==> src/design/plcrc_pkg.sv <==
// Types, codes and helpers shared by the LCP configure-request checker.
package plcrc_pkg;

    // Header layout
    localparam logic [15:0] POS_CODE    = 16'd0;
    localparam logic [15:0] POS_IDENT   = 16'd1;
    localparam logic [15:0] POS_LEN_HI  = 16'd2;
    localparam logic [15:0] POS_LEN_LO  = 16'd3;
    localparam logic [15:0] HDR_BYTES   = 16'd4;
    localparam logic [15:0] POS_MAX     = 16'hFFFF;

    // Option sizes
    localparam logic [7:0] MIN_OPT_SIZE   = 8'd2;
    localparam logic [7:0] SHORT_OPT_SIZE = 8'd4;
    localparam logic [7:0] LONG_OPT_SIZE  = 8'd6;

    // Packet codes
    localparam logic [7:0] CODE_CONF_REQ = 8'd1;
    localparam logic [7:0] CODE_CONF_ACK = 8'd2;

    // Option types
    localparam logic [7:0] OPTION_MRU   = 8'd1;
    localparam logic [7:0] OPTION_ACCM  = 8'd2;
    localparam logic [7:0] OPTION_AUTH  = 8'd3;
    localparam logic [7:0] OPTION_QUAL  = 8'd4;
    localparam logic [7:0] OPTION_MAGIC = 8'd5;

    // Verdicts
    localparam logic [2:0] V_DROP  = 3'd0;
    localparam logic [2:0] V_GOOD  = 3'd1;
    localparam logic [2:0] V_NAK   = 3'd2;
    localparam logic [2:0] V_ACK   = 3'd3;
    localparam logic [2:0] V_OTHER = 3'd4;

    // Configuration register indexes
    localparam logic [1:0] CFG_LOCAL_MRU      = 2'd0;
    localparam logic [1:0] CFG_LOCAL_MAGIC    = 2'd1;
    localparam logic [1:0] CFG_EXPECTED_IDENT = 2'd2;

    localparam logic [15:0] MRU_RESET = 16'd1500;

    // One classified beat handed from the front to the back
    typedef struct packed {
        logic        walk;      // byte lies in the option area
        logic        last;      // last byte of the frame
        logic [7:0]  data;
        logic [15:0] room;      // bytes from the byte before this one up to the frame length
        logic [7:0]  code;
        logic        ident_ok;
        logic        len_ok;    // header complete, length sane, frame not truncated
        logic [15:0] plen;
    } t_beat;

    // Queue status
    typedef struct packed {
        logic full;
        logic empty;
    } t_q_stat;

    // One result
    typedef struct packed {
        logic [2:0]  verdict;
        logic        loop;
        logic [7:0]  code;
        logic [15:0] plen;
    } t_result;

    // Exact size of a known option, zero for an unknown type
    function automatic logic [7:0] required_size(input logic [7:0] opt_type);
        logic [7:0] size;
        case (opt_type)
            OPTION_MRU, OPTION_AUTH, OPTION_QUAL: size = SHORT_OPT_SIZE;
            OPTION_ACCM, OPTION_MAGIC:            size = LONG_OPT_SIZE;
            default:                              size = 8'd0;
        endcase
        return size;
    endfunction

endpackage

==> src/design/plcrc_back.sv <==
// Back end: walks the options, forms the verdict and holds the result register.
module plcrc_back (
    input  logic                  i_clk,
    input  logic                  i_rst_n,
    input  plcrc_pkg::t_beat      i_beat,
    input  plcrc_pkg::t_q_stat    i_q_stat,
    output logic                  o_pop,
    input  logic [15:0]           i_local_mru,
    input  logic [31:0]           i_local_magic,
    output logic                  o_res_valid,
    input  logic                  i_res_ready,
    output plcrc_pkg::t_result    o_res
);

    logic [7:0]  r_opt_type, n_opt_type;
    logic [7:0]  r_opt_len, n_opt_len;
    logic [7:0]  r_opt_off, n_opt_off;
    logic [31:0] r_opt_value, n_opt_value;
    logic        r_nak, n_nak;
    logic        r_malf, n_malf;
    logic        r_loop, n_loop;
    logic        r_res_valid, n_res_valid;
    plcrc_pkg::t_result r_res, n_res;
    logic        w_finish;
    logic [7:0]  w_need;

    // A last beat waits for the result register to be free
    assign o_pop = !i_q_stat.empty && (!i_beat.last || !r_res_valid || i_res_ready);
    assign w_need = plcrc_pkg::required_size(r_opt_type);

    always_comb begin
        n_opt_type  = r_opt_type;
        n_opt_len   = r_opt_len;
        n_opt_off   = r_opt_off;
        n_opt_value = r_opt_value;
        n_nak       = r_nak;
        n_malf      = r_malf;
        n_loop      = r_loop;
        n_res_valid = r_res_valid && !i_res_ready;
        n_res       = r_res;
        w_finish    = 1'b0;

        // Option walk, one byte a beat
        if (o_pop && i_beat.walk && !r_malf) begin
            if (r_opt_off == 8'd0) begin
                n_opt_type  = i_beat.data;
                n_opt_value = '0;
                n_opt_off   = 8'd1;
            end else if (r_opt_off == 8'd1) begin
                n_opt_len = i_beat.data;
                if ((i_beat.data < plcrc_pkg::MIN_OPT_SIZE)
                    || ({8'h00, i_beat.data} > i_beat.room)
                    || ((w_need != 8'd0) && (i_beat.data != w_need))) begin
                    n_malf = 1'b1;
                end else begin
                    w_finish  = (i_beat.data == plcrc_pkg::MIN_OPT_SIZE);
                    n_opt_off = w_finish ? 8'd0 : 8'd2;
                end
            end else begin
                n_opt_value = {r_opt_value[23:0], i_beat.data};
                w_finish    = ((r_opt_off + 8'd1) == r_opt_len);
                n_opt_off   = w_finish ? 8'd0 : r_opt_off + 8'd1;
            end

            // Value checks on a completed option
            if (w_finish) begin
                case (r_opt_type)
                    plcrc_pkg::OPTION_MRU: begin
                        if (n_opt_value > {16'h0000, i_local_mru}) n_nak = 1'b1;
                    end
                    plcrc_pkg::OPTION_ACCM: ;
                    plcrc_pkg::OPTION_AUTH, plcrc_pkg::OPTION_QUAL: begin
                        if (n_opt_value != 32'd0) n_nak = 1'b1;
                    end
                    plcrc_pkg::OPTION_MAGIC: begin
                        if (n_opt_value == i_local_magic) n_loop = 1'b1;
                    end
                    default: n_nak = 1'b1;
                endcase
            end
        end

        // Verdict on the last beat, then clear the frame state
        if (o_pop && i_beat.last) begin
            n_res_valid   = 1'b1;
            n_res.verdict = plcrc_pkg::V_DROP;
            n_res.loop    = 1'b0;
            n_res.code    = i_beat.code;
            n_res.plen    = i_beat.plen;
            if (i_beat.len_ok) begin
                if (i_beat.code == plcrc_pkg::CODE_CONF_REQ) begin
                    if (i_beat.ident_ok && !n_malf && (n_opt_off == 8'd0)) begin
                        n_res.verdict = n_nak ? plcrc_pkg::V_NAK : plcrc_pkg::V_GOOD;
                        n_res.loop    = n_loop;
                    end
                end else if (i_beat.code == plcrc_pkg::CODE_CONF_ACK) begin
                    if (i_beat.ident_ok) n_res.verdict = plcrc_pkg::V_ACK;
                end else begin
                    n_res.verdict = plcrc_pkg::V_OTHER;
                end
            end
            n_opt_type  = '0;
            n_opt_len   = '0;
            n_opt_off   = '0;
            n_opt_value = '0;
            n_nak       = 1'b0;
            n_malf      = 1'b0;
            n_loop      = 1'b0;
        end
    end

    // Walk state and result valid
    always_ff @(posedge i_clk) begin
        if (!i_rst_n) begin
            r_opt_type  <= '0;
            r_opt_len   <= '0;
            r_opt_off   <= '0;
            r_opt_value <= '0;
            r_nak       <= 1'b0;
            r_malf      <= 1'b0;
            r_loop      <= 1'b0;
            r_res_valid <= 1'b0;
        end else begin
            r_opt_type  <= n_opt_type;
            r_opt_len   <= n_opt_len;
            r_opt_off   <= n_opt_off;
            r_opt_value <= n_opt_value;
            r_nak       <= n_nak;
            r_malf      <= n_malf;
            r_loop      <= n_loop;
            r_res_valid <= n_res_valid;
        end
    end

    // Result payload
    always_ff @(posedge i_clk) begin
        r_res <= n_res;
    end

    assign o_res_valid = r_res_valid;
    assign o_res       = r_res;

endmodule

==> config.mk <==
export PLATFORM = sky130hd
export DESIGN_NAME = plcrc_back
export DESIGN_NICKNAME = d
export VERILOG_FILES = /design/src/design/plcrc_pkg.sv /design/src/design/plcrc_back.sv
export SDC_FILE = /design/constraint.sdc
export NUM_CORES = 1
export LEC_CHECK = 0
export BUFFER_PORTS_ARGS = -buffer_cell sky130_fd_sc_hd__buf_2
export CELL_PAD_IN_SITES_DETAIL_PLACEMENT = 1
export CELL_PAD_IN_SITES_GLOBAL_PLACEMENT = 1
export CORE_ASPECT_RATIO = 1.75
export CORE_MARGIN = 5
export CORE_UTILIZATION = 44
export CTS_BUF_LIST = sky130_fd_sc_hd__clkbuf_8
export DETAILED_ROUTE_END_ITERATION = 12
export PLACE_DENSITY = 0.86
export SLEW_MARGIN = 40
export SYNTH_ARGS = -nofsm -noshare
export SYNTH_HDL_FRONTEND = slang
export SYNTH_SLANG_ARGS = --single-unit
==> constraint.sdc <==
create_clock -name i_clk -period 10.98 [get_ports i_clk]
set_input_delay 0 -clock i_clk [delete_from_list [all_inputs] [get_ports i_clk]]
set_output_delay 0 -clock i_clk [all_outputs]
set_load 0.05 [all_outputs]
# Word level (Yosys, flattened, before mapping)
# Cells that the tools add are included.
# totals
register_bits	88
input_bits	105
out_inout_bits	30
word_cells	92
# op_classes
n_addsub	1
order_cmp	3
n_eq_ne	12
n_mux	33
n_bitwise	2
reduce_logical	29
# op_table
op	n
$mux 32	3
$mux 8	5
$eq 32x32->1	1
$eq 8x2->1 const B	4
$gt 32x16->1	1
$reduce_bool 32->1	1
$eq 8x1->1 const B	3
$mux 1	17
$eq 8x3->1 const B	2
$gt 8x16->1	1
$logic_not 8->1	2
$mux 3	3
$add 8x1->8 const B	1
$eq 8x8->1	1
$logic_and 1x1->1	8
$lt 8x2->1 const B	1
$ne 8x8->1	1
$reduce_bool 8->1	1
$logic_not 1->1	6
$mux 2	3
$pmux 3 s2	1
$reduce_and 3->1	2
$reduce_or 2->1	3
$logic_or 1x1->1	4
other kinds (4)	5

# Longest topological paths before layout
# Gate-level depths: netlist of the first run.
# depth
word_depth	15
mapped_depth	17
depth_no_buf	15

# Worst setup path before layout of the first run
# OpenSTA, ideal clock, no wires.
# synth_path
kind	register -> register
start	register r_res_valid (netlist: o_res_valid)
end	register r_opt_off[1]
setup_time_ns	0.128
arrival_ns	3.772
slack_ns	7.081
stages_incl_launch_ff	8
path_buffers	3
cell_sequence	dfxtp_1 -> and3b_1 -> nor3_1 -> nand2b_1 -> clkbuf_1 -> clkbuf_1 -> clkbuf_1 -> nor2_1
# synth_between
elab_chain_len	7
elab_cells_between_ends	9
classes_between	1 x mux; 8 x reduce/logical
# synth_rtl
element	line_no	rtl
from (decl)	plcrc_back.sv:22	logic r_res_valid, n_res_valid;
from (signal assigned)	plcrc_back.sv:131	r_res_valid <= n_res_valid;
$logic_not 1->1 *	plcrc_back.sv:28	assign o_pop = !i_q_stat.empty && (!i_beat.last || !r_res_valid || i_res_ready);
$logic_or 1x1->1 * (2 in a row)	plcrc_back.sv:28	
$logic_and 1x1->1 *	plcrc_back.sv:28	
$logic_and 1x1->1 (2 in a row)	plcrc_back.sv:44	if (o_pop && i_beat.walk && !r_malf) begin
$mux 8	plcrc_back.sv:44	
to (signal assigned)	plcrc_back.sv:126	r_opt_off <= n_opt_off;
to (decl)	plcrc_back.sv:17	logic [7:0] r_opt_off, n_opt_off;
# Every way passes the cells marked *; elsewhere a longest branch is shown, timed or not.
# A chain may end at the register's enable or synchronous reset.

# Worst setup path in the final report of the first run
# layout_path
start	register r_opt_off[3]
end	register r_res, in the netlist o_res[26] (data pin)
# layout_between
elab_chain_len	12
elab_cells_between_ends	32
classes_between	1 x add/sub; 1 x order compare; 2 x eq/ne; 22 x mux; 6 x reduce/logical
# layout_rtl
element	line_no	rtl
$eq 8x1->1	plcrc_back.sv:49	end else if (r_opt_off == 8'd1) begin
$mux 32	plcrc_back.sv:49	
$mux 32	plcrc_back.sv:45	if (r_opt_off == 8'd0) begin
$mux 32	plcrc_back.sv:44	
$gt 32x16->1 or $reduce_bool 32->1 (tied branches)	plcrc_back.sv:69, plcrc_back.sv:73	
$mux 1, on equally long branches	plcrc_back.sv:69, plcrc_back.sv:73	
$pmux 1 s3	plcrc_back.sv:67	case (r_opt_type)
$mux 1	plcrc_back.sv:66	if (w_finish) begin
$mux 1	plcrc_back.sv:44	
$mux 2	plcrc_back.sv:93	n_res.verdict = n_nak ? plcrc_pkg::V_NAK : plcrc_pkg::V_GOOD;
$mux 3 *	plcrc_back.sv:92	if (i_beat.ident_ok && !n_malf && (n_opt_off == 8'd0)) begin
$mux 3 *	plcrc_back.sv:91	if (i_beat.code == plcrc_pkg::CODE_CONF_REQ) begin
to (signal assigned)	plcrc_back.sv:137	r_res <= n_res;
to (decl)	plcrc_back.sv:23	plcrc_pkg::t_result r_res, n_res;
# Every way passes the cells marked *; elsewhere a longest branch is shown, timed or not. The select of a mux whose other input is x is not followed.

==> out/metrics.sh, run 1 <==
CTS_TREE='built'
CRIT_PATH_CELL_TRACE='nor4_4 -> nand3_2 -> a22oi_1 -> inv_1 -> ha_1 -> a21oi_1 -> o21ai_0 -> a221oi_1 -> o21ai_0 -> nor4bb_1 -> o32ai_1 -> o21ai_1'
NUM-FILL-CELLS=1408
MIN_PATH_TYPE='in2reg'
WL_PER_CELL_UM=20.9
YOSYS_MOST_USED_DFF='dfxtp_1'
AREA_GROWTH_PCT=25.9
CELL_AT_THE_SLOWEST_STAGE_OF_THE_CRITICAL_PATH='nand3_2'
GR-TOTAL-OVERFLOW=0
WORST_SETUP_HOLD_PATH_CLK_SLEW_NS=0.10
LARGEST_NET_DEGREE_AT_THE_START_OF_GLOBAL_ROUTING=60
TNS_NS=0
TIMING_WORST_SETUP_PATH_TYPE='reg2reg'
CTS.HTREE.LEVELS=3
GRT_SETUP_UNREPAIRED='no'
SYN-MEAN-INSTANCE-AREA_UM2=8.67
YOSYSUNIQUECELLTYPES=66
CRITICAL_PATH.MAX_FANOUT=35
DRV_SLEW=0
INITIALDRTVIOLATIONCOUNT=286
SETUP_FIX_BUFFERS_ADDED_AFTER_CLOCK_TREE_SYNTHESIS=0
FINAL.HOLD.WORST_SLACK_NS=0.214
ROUTED-VIA-COUNT=5436
MAX-VDD-IR-DROP_mV=0.0637
REPORTED_MAX_CAP_VIOLATION_COUNT=0
FINAL_UTIL=0.564
CTS_REPAIR_RESIZE_COUNT=0
DIE_AREA_MM2=0.0142
RUN_STATUS='complete, no violations'
END_KIND='register'
POWER_PER_CELL_AREA_mW_PER_MM2=111
MOSTFREQUENTLAYOUTCELLS='133 x buf_2, 80 x nand2_1, 60 x dfxtp_1'
SEQ_AREA_FRAC_SYNTH=0.393
CORE_REGION_AREA_MM2=0.0116
POST-ROUTE-MIN-PERIOD_NS=4.39
REPORT.FINAL.SETUP_VIOL=0
WL_MM=18.7
REPORT.POWER.TOTAL_mW=0.724
SYNTH.YOSYS.WARNINGS=0
TIMING.CRITICAL_PATH.MAX_DELAY_FAMILY='compound AO/OA/AOI/OAI gates'
POSTSYNTHCELLCOUNT=599
LAYOUT_COMMONEST_CELL='buf_2'
ANT_NETS=0
CLOCK-SINKS=88
PERIOD_SHARE=0.400
CELLLEAKAGEPOWER_nW=2.66
BOUNDARYPINS=135
MAX_SLEW.WORST_PIN.SLEW_NS=0.821
STARTING_DENSITY_OF_THE_CORE=0.448
ASYNC_RESET_FF_FRAC=0
CTS-BUFFERS-INSERTED=9
SYN-CELL-AREA_MM2=0.00519
GLOBAL_ROUTE_WIRE_LENGTH_BEFORE_REPAIR_MM=29.6
DPL.HPWL_MM=13.4
CRITPATHMOSTFREQUENTCELL='o21ai_0'
FINALHOLDVIOLCOUNT=0
CTS.ROOT.BUFFER_CELL='clkbuf_8'
R2R_SETUP_SLACK_NS=6.59
POSTSYNTHNETCOUNT=731
CRIT_PATH_LAUNCH_TYPE='register'
ROWS=52
HOLDBUFCOUNTCTS=35
INITIAL_ANTENNA_VIOLATION_COUNT=1
GP_CONGESTION=0.874
DRIVE_ABOVE_1_SHARE=0.225
FP.DIEW_UM=92.1
VIA_PER_INST=6.07
DRCVIOLATIONCOUNT=0
REQUIRED_NS=11.10
TIMING.MAX_SLEW.REL_SLACK=0.451
FINAL_NETS=887
CLOCK_TREE.BUFFER_DEPTH=2
ARRIVAL_NS=4.51
FINAL.SETUP_SKEW_NS=0.0102
YS_FF_LATCH=88
WORST_SKEW_PAIR.LATE_LATENCY_NS=0.38
CRITICAL_PATH.N_BUFFERS_INVERTERS=1
TRACK_USAGE=0.263
SYNTH_ENABLE_FLOP_CELLS=28
VIAS_IN_THE_FIRST_GLOBAL_ROUTE=5882
DIE_HEIGHT_UM=154
WORST_PATH_LARGEST_CELL_DELAY_NS=0.63
MAX_CLOCK_FREQ_GHz=0.228
PLACEMENT.IO_BUFFERS=133
DRT_FIRST_PASS_ITERS=4
[layer usage]
metal / up-vias / share of wire / track usage
li1: 2512 / - / -
met1: 2650 / 0.35 / 0.263
met2: 198 / 0.54 / 0.496
met3: 76 / 0.049 / 0.0440
met4: 0 / 0.055 / 0.157
met5: - / 0 / 0
[sequential cells by signal, summed over array words and instances, names as in the netlist, 8 cells and up]
register,count
r_opt_value,32
o_res,28
r_opt_off,8
r_opt_type,8
r_opt_len,8
[layout make-up]
class / count / area [um2] / share of cell area
clock inverters: 7 / 85.1 / 0.0130
inverters: 35 / 131 / 0.0201
multi-input cells: 447 / 2920 / 0.447
flip-flops and latches: 88 / 2040 / 0.312
well taps: 135 / 169 / 0.0258
diodes: 1 / 2.50 / 0.000383
repair buffers: 174 / 1060 / 0.162
clock buffers: 9 / 124 / 0.0189
[synthesized netlist by cell type (all sizes together) (4+ instances only)]
cell | n | area [um2]
a2111oi | 4 | 41.3
a211oi | 11 | 82.6
a21o | 5 | 37.5
a21oi | 47 | 235
a22o | 14 | 123
a22oi | 34 | 255
and3 | 5 | 31.3
buf | 10 | 43.8
clkbuf | 19 | 71.3
dfxtp | 60 | 1200
edfxtp | 28 | 841
ha | 27 | 338
inv | 35 | 131
nand2 | 80 | 300
nand2b | 4 | 25.0
nand3 | 14 | 75.1
nand4 | 10 | 62.6
nor2 | 49 | 191
nor3 | 10 | 50.1
nor4 | 14 | 103
o21ai | 15 | 75.1
or2 | 5 | 31.3
or4 | 8 | 63.8
xnor2 | 15 | 131
xor2 | 22 | 193
[worst paths after layout]
check | from | to | depth (start not counted)
max | r_opt_off[3] | o_res[26] | 12
min reg2reg | r_opt_type[3] | r_opt_type[3] | 2
max reg2reg | r_opt_off[3] | o_res[26] | 12
min | i_beat[17] | o_res[25] | 5
[per-stage QoR]
stage / cells / area, um2 / setup WS (ns)
after floorplan: 599 / 5190 / 7.08
after global placement: 844 / 5970 / 6.79
after detailed placement: 844 / 5980 / 6.64
after CTS: 895 / 6540 / 6.63
after global routing: 896 / 6540 / 6.30
final: 896 / 6540 / 6.59
[worst min-delay path: stages]
cell,delay [ns]
buf_2,0.10
nand2_1,0.06
nor2_1,0.05
nand3b_1,0.14
o21ai_1,0.08
[report_power, final]
| group | leakage, nW | total, mW | internal (mW) | switching, mW |
|---|---|---|---|---|
| Sequential | 0.749 | 0.347 | 0.343 | 0.00451 |
| Clock | 0.100 | 0.243 | 0.110 | 0.133 |
| Combinational | 1.81 | 0.133 | 0.0507 | 0.0824 |
[cell families after synthesis]
logic type | Yosys count | synth area share
fa+ha+maj | 27 | 0.0651
flops | 88 | 0.393
xor+xnor | 38 | 0.0670
mux | 2 | 0.00410
buf+inv | 64 | 0.0475
compound gates | 156 | 0.204
simple gates | 224 | 0.219
(Power assumes the default switching activity.)
==> run 2, diff against run 1 <==
--- a/config.mk
+++ b/config.mk
@@ -10,10 +10,10 @@
 export CELL_PAD_IN_SITES_GLOBAL_PLACEMENT = 1
 export CORE_ASPECT_RATIO = 1.75
 export CORE_MARGIN = 5
-export CORE_UTILIZATION = 44
+export CORE_UTILIZATION = 41
 export CTS_BUF_LIST = sky130_fd_sc_hd__clkbuf_8
 export DETAILED_ROUTE_END_ITERATION = 12
-export PLACE_DENSITY = 0.86
+export PLACE_DENSITY = 0.81
 export SLEW_MARGIN = 40
 export SYNTH_ARGS = -nofsm -noshare
 export SYNTH_HDL_FRONTEND = slang
==> constraint.sdc (replaced) <==
create_clock -name i_clk -period 4.6 [get_ports i_clk]
set_input_delay 0 -clock i_clk [delete_from_list [all_inputs] [get_ports i_clk]]
set_output_delay 0 -clock i_clk [all_outputs]
set_load 0.05 [all_outputs]
==> run 2 against run 1 <==
Routed wire length rose by 0.53%. Critical path depth rose by 2. Non-clock buffer count rose by 4. Total power rose by 130%. Sequential cell count did not move. Die area rose by 6.7%. Clock power rose by 120%. Worst setup slack got worse by 6.2 ns. First-iteration DRC count fell by 26%. Clock skew fell by 0.00080 ns. Final cell count rose by 4.0%. Register-to-register slack got worse by 6.2 ns. Critical path type unchanged. Largest cell class unchanged.
==> out/metrics.sh, run 2 (synthesis gave the netlist of run 1 again) <==
CELLLEAKAGEPOWER_nW=2.68
MAX-VDD-IR-DROP_mV=0.195
FP.DIEW_UM=95.1
DIE_AREA_MM2=0.0151
FINAL_NETS=891
ANTENNA_CELLS_INSERTED=0
REPORT.FINAL.SETUP_VIOL=0
CRITPATHMOSTFREQUENTCELL='ha_1'
INITIAL_ANTENNA_VIOLATION_COUNT=0
FINAL.SETUP_SKEW_NS=0.00935
CRITICAL_PATH.MAX_FANOUT=17
VIAS_IN_THE_FIRST_GLOBAL_ROUTE=5793
FINALHOLDVIOLCOUNT=0
MIN_PATH_TYPE='in2reg'
PLACE_WS_NS=0.483
CRIT_PATH_CELL_TRACE='inv_1 -> ha_1 -> nor2b_1 -> and3_1 -> buf_4 -> a22o_1 -> ha_1 -> nand3_1 -> nor3_1 -> a221oi_1 -> o21ai_0 -> nor4bb_1 -> o32ai_1 -> o21ai_1'
PERIOD_SHARE=0.917
VIA_PER_INST=5.72
GLOBAL_ROUTE_WIRE_LENGTH_BEFORE_REPAIR_MM=29.5
R2R_END='o_res[26]'
CLOCK-SINKS=88
FINAL_SETUP_SLACK_OF_THE_WORST_PATH_NS=0.381
LARGEST_REGISTER_FF_COUNT=32
DIE_HEIGHT_UM=159
R2R_SETUP_SLACK_NS=0.38
TIMING.HOLD.WORST_PATH_DEPTH=5
ARRIVAL_NS=4.35
SETUP_FIX_BUFFERS_ADDED_AFTER_CLOCK_TREE_SYNTHESIS=0
CTS.ROOT.BUFFER_CELL='clkbuf_8'
CORE_REGION_AREA_MM2=0.0124
GR-TOTAL-OVERFLOW=0
TOP_REG_BY_FLOPS='r_opt_value'
REGTOREGSTARTPOINT='r_opt_off[0]'
CTS.HTREE.LEVELS=3
DRT_FIRST_PASS_ITERS=5
PLACEMENT.IO_BUFFERS=133
RUN_STATUS='complete, no violations'
INITIALDRTVIOLATIONCOUNT=211
AREA_GROWTH_PCT=26.8
ANT_NETS=0
DRIVE_ABOVE_1_SHARE=0.228
POST-ROUTE-MIN-PERIOD_NS=4.22
REG2REG_DEPTH=14
TNS_NS=0
PLACE_INST=881
TIMING_WORST_SETUP_PATH_TYPE='reg2reg'
FINAL_CELL_COUNT_NO_FILL=932
MAX_SLEW.WORST_PIN.SLEW_NS=0.648
CRIT_PATH_LAUNCH_TYPE='register'
LARGEST_NET_DEGREE_AT_THE_START_OF_GLOBAL_ROUTING=60
WORST_SKEW_PAIR.LATE_LATENCY_NS=0.38
ROUTED-VIA-COUNT=5332
TIMING.MAX_SLEW.REL_SLACK=0.557
CLOCK_TREE.BUFFER_DEPTH=2
REPORT.POWER.TOTAL_mW=1.69
DRV_SLEW=0
CELL_AT_THE_SLOWEST_STAGE_OF_THE_CRITICAL_PATH='and3_1'
WL_MM=18.8
STARTING_DENSITY_OF_THE_CORE=0.418
ROWS=54
END_KIND='register'
CRITICAL_PATH.N_BUFFERS_INVERTERS=2
WORST_PATH_LARGEST_CELL_DELAY_NS=0.65
GRT_SETUP_UNREPAIRED='no'
MIN-DELAY-START='i_beat[17]'
MOSTFREQUENTLAYOUTCELLS='133 x buf_2, 80 x nand2_1, 60 x dfxtp_1'
WORST_SETUP_HOLD_PATH_CLK_SLEW_NS=0.10
TRACK_USAGE=0.249
CTS_TREE='built'
DRCVIOLATIONCOUNT=0
REQUIRED_NS=4.73
LAYOUT_COMMONEST_CELL='buf_2'
WL_PER_CELL_UM=20.2
DPL.HPWL_MM=13.6
MAX_CLOCK_FREQ_GHz=0.237
GP_CONGESTION=0.886
TIMING.HOLD.WORST_ENDPOINT='o_res[25]'
REPORTED_MAX_CAP_VIOLATION_COUNT=0
BOUNDARYPINS=135
TIMING.CRITICAL_PATH.MAX_DELAY_FAMILY='simple AND/OR/NAND/NOR gates'
POWER_PER_CELL_AREA_mW_PER_MM2=257
CTS-BUFFERS-INSERTED=9
==> run 2: tightest hold or removal path: cells and delay by family <==
| family | cells | cell delay [ns] |
|---|---|---|
| AND/OR/NAND/NOR | 3 | 0.26 |
| buffers and inverters | 1 | 0.10 |
| AO/OA/AOI/OAI | 1 | 0.08 |
==> run 2: layout make-up <==
| type | count | area [um2] |
|---|---|---|
| clock buffer | 9 | 124 |
| tap | 168 | 210 |
| fill | 1577 | 5850 |
| clock inverter | 7 | 68.8 |
| multi-input combinational | 447 | 2920 |
| sequential | 88 | 2040 |
| inverter | 35 | 131 |
| timing repair buffer | 178 | 1090 |
==> run 2: power breakdown <==
| group | total [mW] | internal, mW | leakage, nW | switching [mW] |
|---|---|---|---|---|
| combinational | 0.317 | 0.122 | 1.83 | 0.194 |
| sequential | 0.829 | 0.818 | 0.749 | 0.0109 |
| clock | 0.543 | 0.215 | 0.101 | 0.329 |
==> run 2: metal layers <==
| metal | part of all wire | track usage | up-vias |
|---|---|---|---|
| met3 | 0.042 | 0.0365 | 44 |
| met2 | 0.57 | 0.486 | 158 |
| met5 | 0 | 0 | - |
| met4 | 0.037 | 0.110 | 0 |
| met1 | 0.35 | 0.246 | 2606 |
| li1 | - | - | 2524 |
==> run 2: per-stage QoR <==
| stage | instance area, um2 | hold WS (ns) | utilization |
|---|---|---|---|
| 5_1_grt | 6580 | 0.237 | 0.530 |
| 3_3_place_gp | 6040 | 0.179 | 0.486 |
| 2_1_floorplan | 5190 | 0.0989 | - |
| 6_report | 6580 | 0.230 | 0.530 |
| 3_5_place_dp | 6040 | 0.180 | 0.486 |
| 4_1_cts | 6580 | 0.234 | 0.530 |
==> run 2: what timing repair did <==
item / in CTS / in global routing
setup endpoints to repair: 0 / 0
hold buffers: 35 / 0
resized for setup: 0 / 0
hold endpoints to repair: 42 / 0
==> run 2: how the worst max path moves through the flow <==
stage,slack (ns),cells after the start,startpoint,to
after floorplan,0.70,7,o_res_valid,r_opt_off[1]
after global placement,0.61,14,r_opt_off[0],o_res[26]
after detailed placement,0.48,14,r_opt_off[0],o_res[26]
after CTS,0.44,14,r_opt_off[0],o_res[26]
after global routing,0.17,14,r_opt_off[0],o_res[26]
final,0.38,14,r_opt_off[0],o_res[26]
